==> src/rtl/core/mbp_pkg.sv <==
// ----------------------------------------------------------------------------
// MSB-first bit packer: shared package
// Item kind codes, field widths and the structs passed between the field
// sequencer and the byte accumulator.
// ----------------------------------------------------------------------------
package mbp_pkg;

    localparam int unsigned VALUE_W = 32;
    localparam int unsigned WIDTH_W = 6;
    localparam int unsigned KIND_W  = 2;
    localparam int unsigned CAP_W   = 25;
    localparam int unsigned BITS_W  = 7;

    localparam logic [KIND_W-1:0] KIND_WRITE  = 2'd0;
    localparam logic [KIND_W-1:0] KIND_ESCAPE = 2'd1;
    localparam logic [KIND_W-1:0] KIND_ALIGN  = 2'd2;
    localparam logic [KIND_W-1:0] KIND_RESET  = 2'd3;

    localparam logic [WIDTH_W-1:0] MAX_FIELD_W = 6'd32;
    localparam logic [3:0]         BYTE_BITS   = 4'd8;

    // One token from the sequencer: a single stream bit or the end of an item.
    typedef struct packed {
        logic valid;
        logic is_end;
        logic clear;
        logic data_bit;
    } mbp_token_t;

    // Accumulator state seen by the sequencer.
    typedef struct packed {
        logic tok_ready;
        logic aligned;
    } mbp_acc_status_t;

    // Field widths above 32 act as 32.
    function automatic logic [WIDTH_W-1:0] clamp_width(input logic [WIDTH_W-1:0] w);
        clamp_width = (w > MAX_FIELD_W) ? MAX_FIELD_W : w;
    endfunction

endpackage

==> src/rtl/core/mbp_field_seq.sv <==
// ----------------------------------------------------------------------------
// MSB-first bit packer: field sequencer
// Takes one item, works out the escape levels one at a time and hands the
// field bits to the accumulator, MSB first, one per cycle while it is ready.
// ----------------------------------------------------------------------------
module mbp_field_seq (
    input  logic                          aclk,
    input  logic                          aresetn,
    input  logic                          item_valid,
    output logic                          item_ready,
    input  logic [mbp_pkg::KIND_W-1:0]    item_kind,
    input  logic [mbp_pkg::VALUE_W-1:0]   item_value,
    input  logic [mbp_pkg::WIDTH_W-1:0]   item_width1,
    input  logic [mbp_pkg::WIDTH_W-1:0]   item_width2,
    input  logic [mbp_pkg::WIDTH_W-1:0]   item_width3,
    output mbp_pkg::mbp_token_t           token,
    input  mbp_pkg::mbp_acc_status_t      acc_status
);
    import mbp_pkg::*;

    localparam logic [2:0] ST_IDLE  = 3'd0;
    localparam logic [2:0] ST_LOAD  = 3'd1;
    localparam logic [2:0] ST_EMIT  = 3'd2;
    localparam logic [2:0] ST_ALIGN = 3'd3;
    localparam logic [2:0] ST_END   = 3'd4;

    logic [2:0]          state_reg, state_next;
    logic [1:0]          level_reg, level_next;
    logic                cont_reg, cont_next;
    logic                clear_reg, clear_next;
    logic [VALUE_W-1:0]  val_reg, val_next;
    logic [VALUE_W-1:0]  rem_reg, rem_next;
    logic [VALUE_W-1:0]  ebits_reg, ebits_next;
    logic [WIDTH_W-1:0]  cnt_reg, cnt_next;
    logic [WIDTH_W-1:0]  w1_reg, w1_next;
    logic [WIDTH_W-1:0]  w2_reg, w2_next;
    logic [WIDTH_W-1:0]  w3_reg, w3_next;

    logic [WIDTH_W-1:0]  lvl_w;
    logic [VALUE_W-1:0]  lvl_max;
    logic                lvl_sat;
    logic [WIDTH_W-1:0]  cnt_m1;
    logic                tok_take;

    assign item_ready = (state_reg == ST_IDLE);
    assign cnt_m1     = cnt_reg - 6'd1;
    assign tok_take   = token.valid && acc_status.tok_ready;

    // Width and saturation value of the escape level being loaded.
    always_comb begin
        unique case (level_reg)
            2'd0:    lvl_w = w1_reg;
            2'd1:    lvl_w = w2_reg;
            default: lvl_w = w3_reg;
        endcase
        lvl_max = (lvl_w == MAX_FIELD_W) ? {VALUE_W{1'b1}}
                                         : ~({VALUE_W{1'b1}} << lvl_w[4:0]);
        lvl_sat = (val_reg >= lvl_max);
    end

    always_comb begin
        token          = '0;
        token.clear    = clear_reg;
        token.data_bit = ebits_reg[cnt_m1[4:0]];
        unique case (state_reg)
            ST_EMIT:  token.valid = (cnt_reg != '0);
            ST_ALIGN: begin
                token.valid    = !acc_status.aligned;
                token.data_bit = 1'b0;
            end
            ST_END: begin
                token.valid  = 1'b1;
                token.is_end = 1'b1;
            end
            default:  token.valid = 1'b0;
        endcase
    end

    always_comb begin
        state_next = state_reg;
        level_next = level_reg;
        cont_next  = cont_reg;
        clear_next = clear_reg;
        val_next   = val_reg;
        rem_next   = rem_reg;
        ebits_next = ebits_reg;
        cnt_next   = cnt_reg;
        w1_next    = w1_reg;
        w2_next    = w2_reg;
        w3_next    = w3_reg;
        unique case (state_reg)
            ST_IDLE: begin
                if (item_valid) begin
                    val_next   = item_value;
                    ebits_next = item_value;
                    w1_next    = clamp_width(item_width1);
                    w2_next    = clamp_width(item_width2);
                    w3_next    = clamp_width(item_width3);
                    cnt_next   = clamp_width(item_width1);
                    level_next = 2'd0;
                    cont_next  = 1'b0;
                    clear_next = (item_kind == KIND_RESET);
                    unique case (item_kind)
                        KIND_WRITE:  state_next = ST_EMIT;
                        KIND_ESCAPE: state_next = ST_LOAD;
                        KIND_ALIGN:  state_next = ST_ALIGN;
                        default:     state_next = ST_END;
                    endcase
                end
            end
            ST_LOAD: begin
                ebits_next = lvl_sat ? lvl_max : val_reg;
                rem_next   = val_reg - lvl_max;
                cnt_next   = lvl_w;
                cont_next  = lvl_sat && (level_reg != 2'd2);
                state_next = ST_EMIT;
            end
            ST_EMIT: begin
                if (cnt_reg == '0) begin
                    if (cont_reg) begin
                        val_next   = rem_reg;
                        level_next = level_reg + 2'd1;
                        state_next = ST_LOAD;
                    end else begin
                        state_next = ST_END;
                    end
                end else if (tok_take) begin
                    cnt_next = cnt_m1;
                end
            end
            ST_ALIGN: begin
                if (acc_status.aligned) begin
                    state_next = ST_END;
                end
            end
            ST_END: begin
                if (tok_take) begin
                    state_next = ST_IDLE;
                end
            end
            default: state_next = ST_IDLE;
        endcase
    end

    always_ff @(posedge aclk) begin
        if (!aresetn) begin
            state_reg <= ST_IDLE;
            level_reg <= 2'd0;
            cont_reg  <= 1'b0;
            clear_reg <= 1'b0;
        end else begin
            state_reg <= state_next;
            level_reg <= level_next;
            cont_reg  <= cont_next;
            clear_reg <= clear_next;
        end
    end

    always_ff @(posedge aclk) begin
        val_reg   <= val_next;
        rem_reg   <= rem_next;
        ebits_reg <= ebits_next;
        cnt_reg   <= cnt_next;
        w1_reg    <= w1_next;
        w2_reg    <= w2_next;
        w3_reg    <= w3_next;
    end

endmodule

==> src/rtl/core/mbp_byte_acc.sv <==
// ----------------------------------------------------------------------------
// MSB-first bit packer: byte accumulator
// Shifts stream bits into the partial byte, counts completed bytes against
// the buffer capacity and drives the registered result channel.
// ----------------------------------------------------------------------------
module mbp_byte_acc (
    input  logic                          aclk,
    input  logic                          aresetn,
    input  logic [mbp_pkg::CAP_W-1:0]     buffer_bytes,
    input  mbp_pkg::mbp_token_t           token,
    output mbp_pkg::mbp_acc_status_t      acc_status,
    output logic                          m_tvalid,
    input  logic                          m_tready,
    output logic [15:0]                   m_tdata,
    output logic                          m_tuser,
    output logic                          m_tlast
);
    import mbp_pkg::*;

    logic [7:0]          partial_reg, partial_next;
    logic [3:0]          free_reg, free_next;
    logic [CAP_W-1:0]    bytes_reg, bytes_next;
    logic                ovf_reg, ovf_next;
    logic [BITS_W-1:0]   item_bits_reg, item_bits_next;
    logic                pend_valid_reg, pend_valid_next;
    logic [7:0]          pend_byte_reg, pend_byte_next;
    logic                pend_ovf_reg, pend_ovf_next;

    logic                out_valid_reg, out_valid_next;
    logic                out_bvalid_reg, out_bvalid_next;
    logic [7:0]          out_byte_reg, out_byte_next;
    logic [BITS_W-1:0]   out_bits_reg, out_bits_next;
    logic                out_ovf_reg, out_ovf_next;
    logic                out_last_reg, out_last_next;

    logic                can_push;
    logic                completes;
    logic                tok_ready;
    logic [CAP_W-1:0]    cap;
    logic [CAP_W:0]      bytes_inc;
    logic                reach_cap;
    logic [7:0]          shifted;

    assign can_push  = !out_valid_reg || m_tready;
    assign completes = !ovf_reg && (free_reg == 4'd1);
    assign cap       = (buffer_bytes == '0) ? {{(CAP_W-1){1'b0}}, 1'b1} : buffer_bytes;
    assign bytes_inc = {1'b0, bytes_reg} + {{CAP_W{1'b0}}, 1'b1};
    assign reach_cap = (bytes_inc >= {1'b0, cap});
    assign shifted   = {partial_reg[6:0], token.data_bit};

    // A completing bit moves any earlier byte out, so it needs the output free.
    assign tok_ready = token.is_end ? can_push
                                    : !(completes && pend_valid_reg && !can_push);

    assign acc_status.tok_ready = tok_ready;
    assign acc_status.aligned   = (free_reg == BYTE_BITS);

    always_comb begin
        partial_next    = partial_reg;
        free_next       = free_reg;
        bytes_next      = bytes_reg;
        ovf_next        = ovf_reg;
        item_bits_next  = item_bits_reg;
        pend_valid_next = pend_valid_reg;
        pend_byte_next  = pend_byte_reg;
        pend_ovf_next   = pend_ovf_reg;
        out_valid_next  = out_valid_reg && !m_tready;
        out_bvalid_next = out_bvalid_reg;
        out_byte_next   = out_byte_reg;
        out_bits_next   = out_bits_reg;
        out_ovf_next    = out_ovf_reg;
        out_last_next   = out_last_reg;

        if (token.valid && tok_ready) begin
            if (token.is_end) begin
                out_valid_next  = 1'b1;
                out_bvalid_next = pend_valid_reg;
                out_byte_next   = pend_valid_reg ? pend_byte_reg : 8'd0;
                out_bits_next   = token.clear ? '0 : item_bits_reg;
                out_ovf_next    = token.clear ? 1'b0
                                              : (pend_valid_reg ? pend_ovf_reg : ovf_reg);
                out_last_next   = 1'b1;
                item_bits_next  = '0;
                pend_valid_next = 1'b0;
                if (token.clear) begin
                    partial_next = 8'd0;
                    free_next    = BYTE_BITS;
                    bytes_next   = '0;
                    ovf_next     = 1'b0;
                end
            end else if (!ovf_reg) begin
                item_bits_next = item_bits_reg + 7'd1;
                if (completes) begin
                    if (pend_valid_reg) begin
                        out_valid_next  = 1'b1;
                        out_bvalid_next = 1'b1;
                        out_byte_next   = pend_byte_reg;
                        out_bits_next   = '0;
                        out_ovf_next    = pend_ovf_reg;
                        out_last_next   = 1'b0;
                    end
                    pend_valid_next = 1'b1;
                    pend_byte_next  = shifted;
                    pend_ovf_next   = reach_cap;
                    bytes_next      = bytes_inc[CAP_W-1:0];
                    ovf_next        = reach_cap;
                    partial_next    = 8'd0;
                    free_next       = BYTE_BITS;
                end else begin
                    partial_next = shifted;
                    free_next    = free_reg - 4'd1;
                end
            end
        end
    end

    always_ff @(posedge aclk) begin
        if (!aresetn) begin
            partial_reg    <= 8'd0;
            free_reg       <= BYTE_BITS;
            bytes_reg      <= '0;
            ovf_reg        <= 1'b0;
            item_bits_reg  <= '0;
            pend_valid_reg <= 1'b0;
            out_valid_reg  <= 1'b0;
        end else begin
            partial_reg    <= partial_next;
            free_reg       <= free_next;
            bytes_reg      <= bytes_next;
            ovf_reg        <= ovf_next;
            item_bits_reg  <= item_bits_next;
            pend_valid_reg <= pend_valid_next;
            out_valid_reg  <= out_valid_next;
        end
    end

    always_ff @(posedge aclk) begin
        pend_byte_reg  <= pend_byte_next;
        pend_ovf_reg   <= pend_ovf_next;
        out_bvalid_reg <= out_bvalid_next;
        out_byte_reg   <= out_byte_next;
        out_bits_reg   <= out_bits_next;
        out_ovf_reg    <= out_ovf_next;
        out_last_reg   <= out_last_next;
    end

    assign m_tvalid = out_valid_reg;
    assign m_tdata  = {out_ovf_reg, out_bits_reg, out_byte_reg};
    assign m_tuser  = out_bvalid_reg;
    assign m_tlast  = out_last_reg;

endmodule

==> src/rtl/core/msb_first_bit_packer_core.sv <==
// ----------------------------------------------------------------------------
// MSB-first bit packer core
// Packs plain and escaped bit fields into a byte stream, first bit in bit 7.
//
// Requests enter on the s_ channel; tuser carries the kind (write, escaped
// write, align, reset). Every completed byte leaves on the m_ channel with
// tuser set; the final result of a request has tlast set and carries the
// number of bits the request wrote. A request that completes no byte gives
// one result with tuser low. The buffer capacity is written on the cfg_w
// channel, which is always ready; the user must write it only while the block
// is idle, as the block itself does not enforce this. A request is accepted,
// then its field bits are sent one at a time with a step after each field,
// each escape level is loaded in its own step, the pad bits of an align are
// sent with a step after them, and the request closes; no new request is
// taken before it closes. The last result shows in the cycle after closing.
// A stalled receiver holds the result register; one more completed byte is
// held behind it, then the bit path waits and s_tready stays low until the
// request closes.
// Reset clears the stream state and the overflow flag and sets the
// capacity to 16777216 bytes.
// ----------------------------------------------------------------------------
module msb_first_bit_packer_core (
    input  logic        aclk,
    input  logic        aresetn,
    input  logic        s_tvalid,
    output logic        s_tready,
    input  logic [55:0] s_tdata,   // value[31:0], width1[37:32], width2[43:38],
                                   // width3[49:44], zero fill[55:50]
    input  logic [1:0]  s_tuser,   // kind[1:0]
    output logic        m_tvalid,
    input  logic        m_tready,
    output logic [15:0] m_tdata,   // out_byte[7:0], bit_count[14:8], overflow[15]
    output logic        m_tuser,   // byte_valid[0]
    output logic        m_tlast,
    input  logic        cfg_wvalid,
    output logic        cfg_wready,
    input  logic [24:0] cfg_wdata
);
    import mbp_pkg::*;

    localparam logic [CAP_W-1:0] CAP_RESET = 25'd16777216;

    logic [CAP_W-1:0]  cap_reg;
    mbp_token_t        token;
    mbp_acc_status_t   acc_status;

    assign cfg_wready = 1'b1;

    always_ff @(posedge aclk) begin
        if (!aresetn) begin
            cap_reg <= CAP_RESET;
        end else if (cfg_wvalid) begin
            cap_reg <= cfg_wdata;
        end
    end

    mbp_field_seq u_seq (
        .aclk        (aclk),
        .aresetn     (aresetn),
        .item_valid  (s_tvalid),
        .item_ready  (s_tready),
        .item_kind   (s_tuser),
        .item_value  (s_tdata[31:0]),
        .item_width1 (s_tdata[37:32]),
        .item_width2 (s_tdata[43:38]),
        .item_width3 (s_tdata[49:44]),
        .token       (token),
        .acc_status  (acc_status)
    );

    mbp_byte_acc u_acc (
        .aclk         (aclk),
        .aresetn      (aresetn),
        .buffer_bytes (cap_reg),
        .token        (token),
        .acc_status   (acc_status),
        .m_tvalid     (m_tvalid),
        .m_tready     (m_tready),
        .m_tdata      (m_tdata),
        .m_tuser      (m_tuser),
        .m_tlast      (m_tlast)
    );

endmodule

==> config.mk <==
export PLATFORM = sky130hd
export DESIGN_NAME = msb_first_bit_packer_core
export DESIGN_NICKNAME = d
export VERILOG_FILES = /design/src/rtl/core/mbp_pkg.sv /design/src/rtl/core/mbp_field_seq.sv /design/src/rtl/core/mbp_byte_acc.sv /design/src/rtl/core/msb_first_bit_packer_core.sv
export SDC_FILE = /design/constraint.sdc
export NUM_CORES = 1
export LEC_CHECK = 0
export ABC_AREA = 1
export BUFFER_PORTS_ARGS = -buffer_cell sky130_fd_sc_hd__buf_4
export CAP_MARGIN = 20
export CORE_ASPECT_RATIO = 1.5
export CORE_MARGIN = 4
export CORE_UTILIZATION = 44
export DETAILED_ROUTE_END_ITERATION = 7
export GPL_TIMING_DRIVEN = 0
export SLEW_MARGIN = 20
export SYNTH_ARGS = -nofsm -noshare
export SYNTH_HDL_FRONTEND = slang
export SYNTH_HIERARCHICAL = 1
export SYNTH_SLANG_ARGS = --single-unit
==> constraint.sdc <==
create_clock -name aclk -period 10.9 [get_ports aclk]
set_clock_uncertainty 0.2 [all_clocks]
set_input_delay 1.09 -clock aclk [delete_from_list [all_inputs] [get_ports aclk]]
set_output_delay 1.09 -clock aclk [all_outputs]
set_load 0.02 [all_outputs]
### Yosys cells after proc, flatten, opt, wreduce, memory -nomap -nowiden

Index checks and enable logic that the tools add are counted.

* flip-flop bits (word level): 225
* input port bits: 88
* output and inout bits: 21
* logic and storage cells: 181

* add/sub/neg operators: 6
* order comparisons: 6
* equality and inequality tests: 21
* shifts and indexed selects: 1
* muxes and demuxes: 82
* bitwise logic cells: 3
* reductions and logical operators: 36

Operator list (count)
* $mux W32: 5
* $pmux W32 S2: 2
* $mux W25: 5
* $mux W7: 11
* $mux W8: 5
* $ge A32 B32 Y1: 1
* $not A32 Y32: 1
* $shl A32 B5 Y32 const A: 1
* $sub A32 B32 Y32: 1
* $mux W1: 30
* $add A25 B1 Y26 const B: 1
* $ge A26 B25 Y1: 1
* $logic_not A25 Y1: 1
* $mux W6: 4
* $reduce_and A4 Y1: 6
* $gt A6 B6 Y1 const B: 3
* $pmux W6 S3: 1
* $mux W4: 4
* $mux W3: 5
* $pmux W3 S5: 1
* $ne A2 B1 Y1 const B: 6
* $pmux W6 S2: 1
* $pmux W3 S3: 1
* $ne A2 B2 Y1 const B: 4
* 30 further kinds: 54

### Logic depth before layout (Yosys ltp)

Gate-level depths: netlist of run 1.

* word-level depth: 10
* mapped depth: 27
* gate-level depth less buffers: 24

### Cells and area by module

The synthesis of run 1 kept the hierarchy.

Modules (own cells, without submodules)
* mbp_field_seq: instances 1, cells each 1153, area each 8662.1 um2, sequential area each 3743.6 um2
* mbp_byte_acc: instances 1, cells each 554, area each 4260.3 um2, sequential area each 1731.7 um2
* msb_first_bit_packer_core: instances 1, cells each 160, area each 1072.3 um2, sequential area each 500.5 um2

### Worst setup path before layout of run 1

OpenSTA, ideal clock, no wires.

* path type: register to register
* start point: register u_seq.level_reg[0]
* end point: register u_seq.ebits_reg[10] (data pin)
* library setup time: 0.254 ns
* data arrival time: 3.177 ns
* data required time: 10.446 ns
* setup slack: 7.270 ns
* stages on the path, launching flop included: 26
* buffers on the path: 3
* period minus slack after synthesis: 3.630 ns
* path through: dfxtp_1 > inv_1 > ha_1 > buf_6 > nand2_1 > nand3_4 > inv_2 > buf_2 > nand2_1 > nor3_1 > inv_1 > ha_1 > fa_1 > inv_1 > nand2_1 > nand2_1 > nand3_1 > nand2_1 > nand2_1 > nand3_1 > nand2_2 > nand2_2 > buf_2 > nand2_1 > nand3_1 > nand2_1

* word-level cells in the longest chain between the ends: 8
* elaborated cells between the ends (all ways): 10
* those cells by class: order compare: 1; eq/ne: 2; shift: 1; mux: 4; bitwise: 1; reduce/logical: 1

Ends and longest elaborated chain
* start: declaration: RTL line mbp_field_seq.sv:28 `logic [1:0] level_reg, level_next;`
* start signal: assignment: RTL line mbp_field_seq.sv:153 `level_reg <= level_next;`
* $eq A2 B1 Y1 / $logic_not A2 Y1 (equally long branches): RTL line mbp_field_seq.sv:51 `unique case (level_reg)`
* $pmux W6 S2 (*): RTL line mbp_field_seq.sv:51
* $shl A32 B5 Y32: RTL line mbp_field_seq.sv:57 `: ~({VALUE_W{1'b1}} << lvl_w[4:0]);`
* $not A32 Y32: RTL line mbp_field_seq.sv:57
* $mux W32 (*): RTL line mbp_field_seq.sv:56 `lvl_max = (lvl_w == MAX_FIELD_W) ? {VALUE_W{1'b1}}`
* $ge A32 B32 Y1: RTL line mbp_field_seq.sv:58 `lvl_sat = (val_reg >= lvl_max);`
* $mux W32 (*): RTL line mbp_field_seq.sv:112 `ebits_next = lvl_sat ? lvl_max : val_reg;`
* $pmux W32 S2 (*): RTL line mbp_field_seq.sv:91 `unique case (state_reg)`
* net u_seq.ebits_next[10]: RTL line mbp_field_seq.sv:33 `logic [VALUE_W-1:0] ebits_reg, ebits_next;`
* end signal: assignment: RTL line mbp_field_seq.sv:162 `ebits_reg <= ebits_next;`
* end: declaration: RTL line mbp_field_seq.sv:33

Mark *: on every way through the listed nets, which the timed path passes. The rest lies on a longest branch.
A chain may end at the register's enable or synchronous reset.

### Worst setup path after layout of run 1

* start point: register u_seq.level_reg[0]
* end point: register u_seq.rem_reg[23] (data pin)

* word-level cells in the longest chain between the ends: 6
* elaborated cells between the ends (all ways): 8
* those cells by class: add/sub: 1; eq/ne: 2; shift: 1; mux: 2; bitwise: 1; reduce/logical: 1

Ends and longest elaborated chain
* $eq A2 B1 Y1 / $logic_not A2 Y1 (equally long branches): RTL line mbp_field_seq.sv:51
* $pmux W6 S2 (*): RTL line mbp_field_seq.sv:51
* $shl A32 B5 Y32: RTL line mbp_field_seq.sv:57
* $not A32 Y32: RTL line mbp_field_seq.sv:57
* $mux W32 (*): RTL line mbp_field_seq.sv:56
* $sub A32 B32 Y32 (*): RTL line mbp_field_seq.sv:113 `rem_next = val_reg - lvl_max;`
* end signal: assignment: RTL line mbp_field_seq.sv:161 `rem_reg <= rem_next;`
* end: declaration: RTL line mbp_field_seq.sv:32 `logic [VALUE_W-1:0] rem_reg, rem_next;`

Mark *: on every way between the ends. The rest lies on a longest branch, timed or not.

==> metrics.md, run 1 <==
| Metric | Value |
|---|---|
| Post-Synthesis Cell Area | 13,990 sq um |
| Fill count | 3,091 |
| Fin util | 51.75% |
| Core Box Area | 31,240 sq um |
| Clock transition at the registers of the reported paths | 0.06 ns |
| Number of routed nets with antenna violations | 0 |
| Synth Instances | 1,867 |
| Via count | 12,333 |
| CTS tree | done |
| Clk buf depth | 3 |
| Grt met2 use | 44.24% |
| YS warnings | 6 |
| Worst path max stage delay | 0.61 ns |
| RSZ-0062 raised after global routing | no |
| Peak VDD IR | 222.9 uV |
| Row count | 79 |
| Commonest non-fill, non-tap cells in the layout | nand2_1, inv_1, nor2_1, edfxtp_1, a21oi_1 |
| Total track usage | 22.24% |
| Vias in the first global route | 12,362 |
| Via density | 5.098 |
| Worst EP arrival | 4.93 ns |
| Final setup violation count | 0 |
| Grt met1 use | 23.18% |
| Crit Path Class | flop to flop |
| Reg2Reg Depth | 20 |
| Leak | 7.553 nW |
| Initial Util | 44.80% |
| Layout cells sized above 1 | 11.32% |
| Relative slew margins | 44.36% |
| Synthesized area per cell | 7.496 sq um |
| Terminus of the critical flop-to-flop path | u_seq/rem_reg[23] |
| DRC | 0 |
| CTS Root Cell | clkbuf_16 |
| P_int | 2.783 mW |
| Met3 Track Usage GR | 2.158% |
| FF+latch count, synth | 225 |
| Max Cap Viol | 0 |
| Library cells used by synthesis | 56 |
| RePlAce Congestion | 1.033 |
| Critical Path RT | 10.98 ns |
| First-pass GRT wire length | 62,070 microns |
| Busiest metal layer after global routing | met2 |
| Syn_nets | 2,027 |
| Logic pwr share | 55.6% |
| Worst slew pin tran | 0.8286 ns |
| Tmin final | 4.853 ns |
| Clock group share of total power | 17.4% |
| Post-CTS Setup Bufs | 0 |
| Setup tns final | 0 ns |
| P per Cell Area | 326.2 nW/um^2 |
| Net count reported at finish | 2,155 |
| CP Launch Point | u_seq/level_reg[0] |
| Synth Flop Type | edfxtp_1 |
| Fraction of registers with async set/reset | 0% |
| Area growth, synth to finish | 15.50% |
| Final hold vios | 0 |
| Worst Hold Class | flop to flop |
| Tcrit/Tclk final | 44.52% |
| Min-delay src | u_acc/partial_reg[4] |
| Drt pass-1 iters | 6 |
| Crit path to | u_seq/rem_reg[23] |
| Die ar. | 34,780 sq um |
| Reg power frac | 27.0% |
| Crit path max fanout | 10 |
| Commonest non-fill, non-tap cell in the layout | nand2_1 |
| Initial antenna violation count | 0 |
| Seq/Total Area, Yosys | 42.70% |
| Grt ovf | 0 |
| Multi-input gate area | 6705 sq um |
| Max stage delay cell, worst path | o21ai_0 |
| FMAX | 206.1 MHz |
| Num CTS Buffers | 25 |
| Largest net degree at the start of global routing | 42 |
| IO Pins | 109 |
| Final WL | 39,450 microns |
| Kind of end point of the critical path | flop |
| PortBufs | 100 |
| Origin of the critical flop-to-flop path | u_seq/level_reg[0] |
| Post-cts sizing count | 0 |
| TritonCTS Sinks | 225 |
| Most numerous cell on the critical path | nand2_1 |
| Die H | 226.4 microns |
| H-tree levels | 1 |
| Hpwl dp | 31,510 microns |
| Critical Path, Cell by Cell | inv_1, ha_1, buf_6, nand2_1, nand2_1, a21oi_1, nand2_1, nor2_2, nand2_2, buf_6, inv_4, nor2_2, ha_1, nand2_1, o21ai_0, a21oi_1, o21ai_0, nand2_1, nand3_1, nand2_1 |
| Chip Width | 153.6 microns |
| Final-report max-slew violation count | 0 |
| CP Launch Type | flop |
| Sw power | 2.490 mW |
| Cts hold-fix bufs | 0 |
| EDFF count, synth | 147 |
| Switching Fraction | 47.22% |
| DR iter-0 viols | 512 |
| Mean routed wirelength per cell | 16.31 microns |
| # diodes | 0 |
| Worst skew pair latency | 0.55 ns |
| Register area | 5976 sq um |
| Status | completed |
| Worst R2R Setup Slack | 6.05 ns |
-- kinds of logic (layout without fill, tap and decap cells) --
| family | count (synthesis) | after routing | share of synthesized area (%) |
|---|---|---|---|
| AOI/OAI and AO/OA | 210 | 210 | 8.467 |
| xor gates and xnor gates | 47 | 47 | 2.941 |
| DFF | 225 | 225 | 42.70 |
| buffers and inverters | 311 | 458 | 9.388 |
| other | 1 | 1 | 0.02680 |
| adders and majority gates | 72 | 72 | 6.491 |
| and+or+nand+nor | 1001 | 1001 | 29.99 |
-- worst min path at each step --
stage | slack [ns] | cells after the start | to
final | 0.23 | 0 | u_acc/pend_byte_reg[5]
after global routing | 0.25 | 0 | u_acc/pend_byte_reg[2]
after CTS | 0.23 | 0 | u_acc/pend_byte_reg[5]
after detailed placement | 0.22 | 0 | u_acc/pend_byte_reg[5]
after global placement | 0.21 | 0 | u_acc/pend_byte_reg[7]
after floorplan | 0.20 | 0 | u_acc/pend_byte_reg[7]
-- cell type report --
class / count / share of cell area, %
plain buffers: 60 / 2.307
clock buffers: 31 / 4.203
clock inverters: 15 / 1.293
inverters: 251 / 5.844
multi-input cells: 1331 / 41.48
flip-flops and latches: 225 / 36.97
well taps: 405 / 3.135
repair buffers: 101 / 4.768
-- critical path: cells and delay by family (launching register included) --
| kind | cells | cell delay (ns) |
|---|---|---|
| simple gates | 10 | 1.18 |
| compound gates | 4 | 1.80 |
| flops | 1 | 0.34 |
| fa+ha+maj | 2 | 0.58 |
| buf+inv | 4 | 0.48 |
-- metrics by stage --
| stage | hold WS [ns] | setup WS (ns) | total power [mW] | cell area, sq um | std cells |
|---|---|---|---|---|---|
| global route | 0.2484 | 5.712 | 5.670 | 16160 | 2419 |
| CTS | 0.2322 | 6.109 | 5.263 | 16160 | 2419 |
| global placement | 0.2098 | 6.159 | 4.285 | 15250 | 2372 |
| detailed placement | 0.2169 | 6.137 | 4.320 | 15280 | 2373 |
| floorplan | 0.2007 | 7.270 | 3.428 | 13990 | 1867 |
| finish | 0.2296 | 6.047 | 5.273 | 16160 | 2419 |
-- power groups by stage --
stage / combinational (mW) / clock (mW) / sequential, mW
floorplan: 2.02 / 0 / 1.41
global placement: 2.84 / 0 / 1.44
detailed placement: 2.88 / 0 / 1.44
CTS: 2.90 / 0.939 / 1.42
global route: 3.25 / 0.977 / 1.44
finish: 2.93 / 0.919 / 1.42
-- synthesized netlist by cell type (2+ instances only) --
cell type,count,area [sq um]
nand3_1,110,550.5
and3_1,2,12.51
inv_2,4,15.01
xnor2_1,14,122.6
o21a_1,5,37.54
a21oi_2,3,26.28
nor4_1,3,18.77
buf_6,11,123.9
nor2_1,185,694.4
a21oi_1,117,585.6
o21ai_1,4,20.02
o21ai_0,49,245.2
nand2_1,622,2335
edfxtp_1,147,4414
dfxtp_1,78,1562
inv_1,245,919.6
nand2_4,4,45.04
nand2_2,7,43.79
buf_4,13,97.59
nor2_2,11,68.82
xor2_1,33,289.0
buf_2,10,50.05
a21o_1,3,22.52
buf_1,6,22.52
o21bai_1,6,45.04
a31oi_1,2,12.51
nor3_1,21,105.1
nor2_4,6,67.56
clkbuf_1,20,75.07
nand3_4,3,52.55
a211oi_1,3,22.52
o211ai_1,4,30.03
nand4_1,16,100.1
nand3b_1,2,15.01
ha_1,71,888.4
o221ai_1,5,43.79
or2_2,3,18.77
-- metal layers --
layer  vias to the layer above  share of wire, %
met1                      5720                37
met5                         -                 0
met4                         0               4.8
li1                       6241                 -
met3                       103               3.6
met2                       269                55
Power figures use the tool's default switching activity.
==> run 2: changes to the inputs <==
- clock period: 10.9 -> 4.5 ns (I/O delays scaled with it)
==> metrics.md, run 2 (synthesis gave the netlist of run 1 again) <==
| Metric | Value |
|---|---|
| Status | completed |
| Final WL | 40,120 microns (+1.7%) |
| Drt pass-1 iters | 7 (+1) |
| Leak | 7.784 nW (+3.1%) |
| Most numerous cell on the critical path | nand2_1 |
| CP Launch Type | flop |
| Min-delay src | cfg_wdata[0] |
| Row count | 79 (unchanged) |
| Fin util | 53.56% (+1.8 points) |
| Num CTS Buffers | 25 (unchanged) |
| Final hold vios | 0 (unchanged) |
| Max stage delay cell, worst path | ha_1 |
| Final-report max-slew violation count | 0 (unchanged) |
| Layout cells sized above 1 | 11.98% (+0.66 points) |
| Clock transition at the registers of the reported paths | 0.06 ns (about the same) |
| Setup tns final | 0 ns (unchanged) |
| RePlAce Congestion | 1.033 (unchanged) |
| P per Cell Area | 778.0 nW/um^2 (+140%) |
| Tcrit/Tclk final | 95.83% (+51 points) |
| Via density | 5.090 (-0.16%) |
| Origin of the critical flop-to-flop path | u_seq/level_reg[0] |
| Clk buf depth | 3 (unchanged) |
| Worst Hold Class | input port to flop |
| Number of routed nets with antenna violations | 0 (unchanged) |
| Crit Path Class | flop to flop |
| Critical Path, Cell by Cell | inv_1, ha_1, buf_6, nand2_1, nand2_1, a21oi_4, nand2_2, nor2_2, nand2_2, buf_6, o21ai_0, inv_1, ha_1, a21oi_1, nand2_1, nand2_1, nand3_1, a21oi_4, buf_4, nand2_4, buf_4, nand2_1, nand3_1, nand2_1 |
| Crit path max fanout | 10 (unchanged) |
| Vias in the first global route | 12,562 (+1.6%) |
| Relative slew margins | 46.23% (+1.9 points) |
| Final setup violation count | 0 (unchanged) |
| CTS tree | done |
| Worst EP arrival | 4.51 ns (-0.42 ns) |
| Tmin final | 4.312 ns (-0.5410 ns) |
| Initial Util | 44.80% (unchanged) |
| Mean routed wirelength per cell | 16.27 microns (-0.24%) |
| Max Cap Viol | 0 (unchanged) |
| Total track usage | 22.52% (+0.28 points) |
| Critical Path RT | 4.70 ns (-6.28 ns) |
| # diodes | 0 (unchanged) |
| Reg2Reg Depth | 24 (+20%) |
| Chip Width | 153.6 microns (unchanged) |
| Area growth, synth to finish | 19.54% |
| IO Pins | 109 (unchanged) |
| Die ar. | 34,780 sq um (unchanged) |
| Commonest non-fill, non-tap cell in the layout | nand2_1 |
| First-pass GRT wire length | 62,870 microns (+1.3%) |
| DR iter-0 viols | 586 (+14%) |
| Commonest non-fill, non-tap cells in the layout | nand2_1, inv_1, nor2_1, edfxtp_1, buf_4 |
| Via count | 12,553 (+1.8%) |
| H-tree levels | 1 (unchanged) |
| Worst hold path depth | 5 (+5) |
| CTS Root Cell | clkbuf_16 |
| Die H | 226.4 microns (unchanged) |
| Min-Delay Endpoint | cap_reg[0] |
| Final total power | 13.02 mW (+150%) |
| TritonCTS Sinks | 225 (unchanged) |
| Initial antenna violation count | 0 (unchanged) |
| Terminus of the critical flop-to-flop path | u_seq/ebits_reg[21] |
| Largest net degree at the start of global routing | 42 (unchanged) |
| Core Box Area | 31,240 sq um (unchanged) |
| Worst slew pin tran | 0.8008 ns (-0.02781 ns) |
| DRC | 0 (unchanged) |
| Worst skew pair latency | 0.55 ns (about the same) |
| Worst R2R Setup Slack | 0.19 ns (-5.86 ns) |
| FMAX | 231.9 MHz (+13%) |
| Grt ovf | 0 (unchanged) |
| Net count reported at finish | 2,202 (+2.2%) |
| Hpwl dp | 31,510 microns (unchanged) |
| Kind of end point of the critical path | flop |
| Peak VDD IR | 550.1 uV (+150%) |
| PortBufs | 100 (unchanged) |
| Worst path max stage delay | 0.38 ns (-0.23 ns) |
[run 2: cell count changes in the layout (fill, tap and decap cells not counted), moves of 3 or more]
cell	change
buf_2	-3
o21ai_0	-5
dlygate4sd3_1	+42
buf_4	+4
a21oi_4	+3
o21ai_1	+5
clkbuf_2	+3
clkbuf_1	-3
nor2_1	-3
[run 2: worst max path at each step]
stage	start	to	slack, ns	cells past startpoint
6_report	u_seq/level_reg[0]	u_seq/ebits_reg[21]	0.19	24
5_1_grt	u_seq/level_reg[0]	u_seq/rem_reg[23]	-0.01	20
4_1_cts	u_seq/level_reg[0]	u_seq/ebits_reg[9]	0.002	23
3_5_place_dp	u_seq/level_reg[0]	u_seq/ebits_reg[4]	-0.26	25
3_3_place_gp	u_seq/level_reg[0]	u_seq/ebits_reg[4]	-0.24	25
2_1_floorplan	u_seq/level_reg[0]	u_seq/ebits_reg[10]	0.87	25
[run 2: area by class of cell]
| class | count | area, sq um |
|---|---|---|
| multi-input combinational | 1331 | 6785 |
| tap | 405 | 506.7 |
| buffer | 60 | 387.9 |
| clock inverter | 15 | 209.0 |
| inverter | 251 | 944.7 |
| fill | 3031 | 14510 |
| timing repair buffer | 148 | 1241 |
| clock buffer | 31 | 679.4 |
| sequential | 225 | 5976 |
[run 2: repair_timing]
item                       in CTS  in global routing
buffers inserted                0                  5
hold buffers                   42                  0
gates cloned                    0                  0
hold endpoints to repair       48                  0
gates resized for setup        11                 20
pin swaps                       0                  1
setup endpoints to repair      40                 38
[run 2: per-stage QoR]
step	hold slack, ns	instances	area, sq um	setup WS (ns)
after floorplan	0.2007	1867	13990	0.8698
after global placement	0.2098	2372	15250	-0.2409
after detailed placement	0.2169	2373	15280	-0.2631
after CTS	0.0005748	2461	16620	0.001572
after global routing	0.006010	2466	16730	-0.01144
final	0.01896	2466	16730	0.1879
[run 2: critical path, delay by kind of cell (launching register included)]
kind	cells	cell delay, ns
AO/OA/AOI/OAI	4	0.91
adder cells (fa/ha/maj)	2	0.60
buffers and inverters	6	0.89
flip-flops	1	0.34
AND/OR/NAND/NOR	12	1.21
[run 2: report_power, final]
group / leakage (nW) / switching (mW) / internal (mW)
Sequential: 2.03 / 0.262 / 3.19
Combinational: 5.32 / 5.00 / 2.34
Clock: 0.430 / 0.868 / 1.36
[run 2: per-layer routing]
layer,vias up,global-route usage (%),wire length (microns)
met5,-,0,0
met4,0,10.52,1979
met3,109,2.120,1476
met2,275,44.93,21870
met1,5832,23.35,14790
li1,6337,-,-
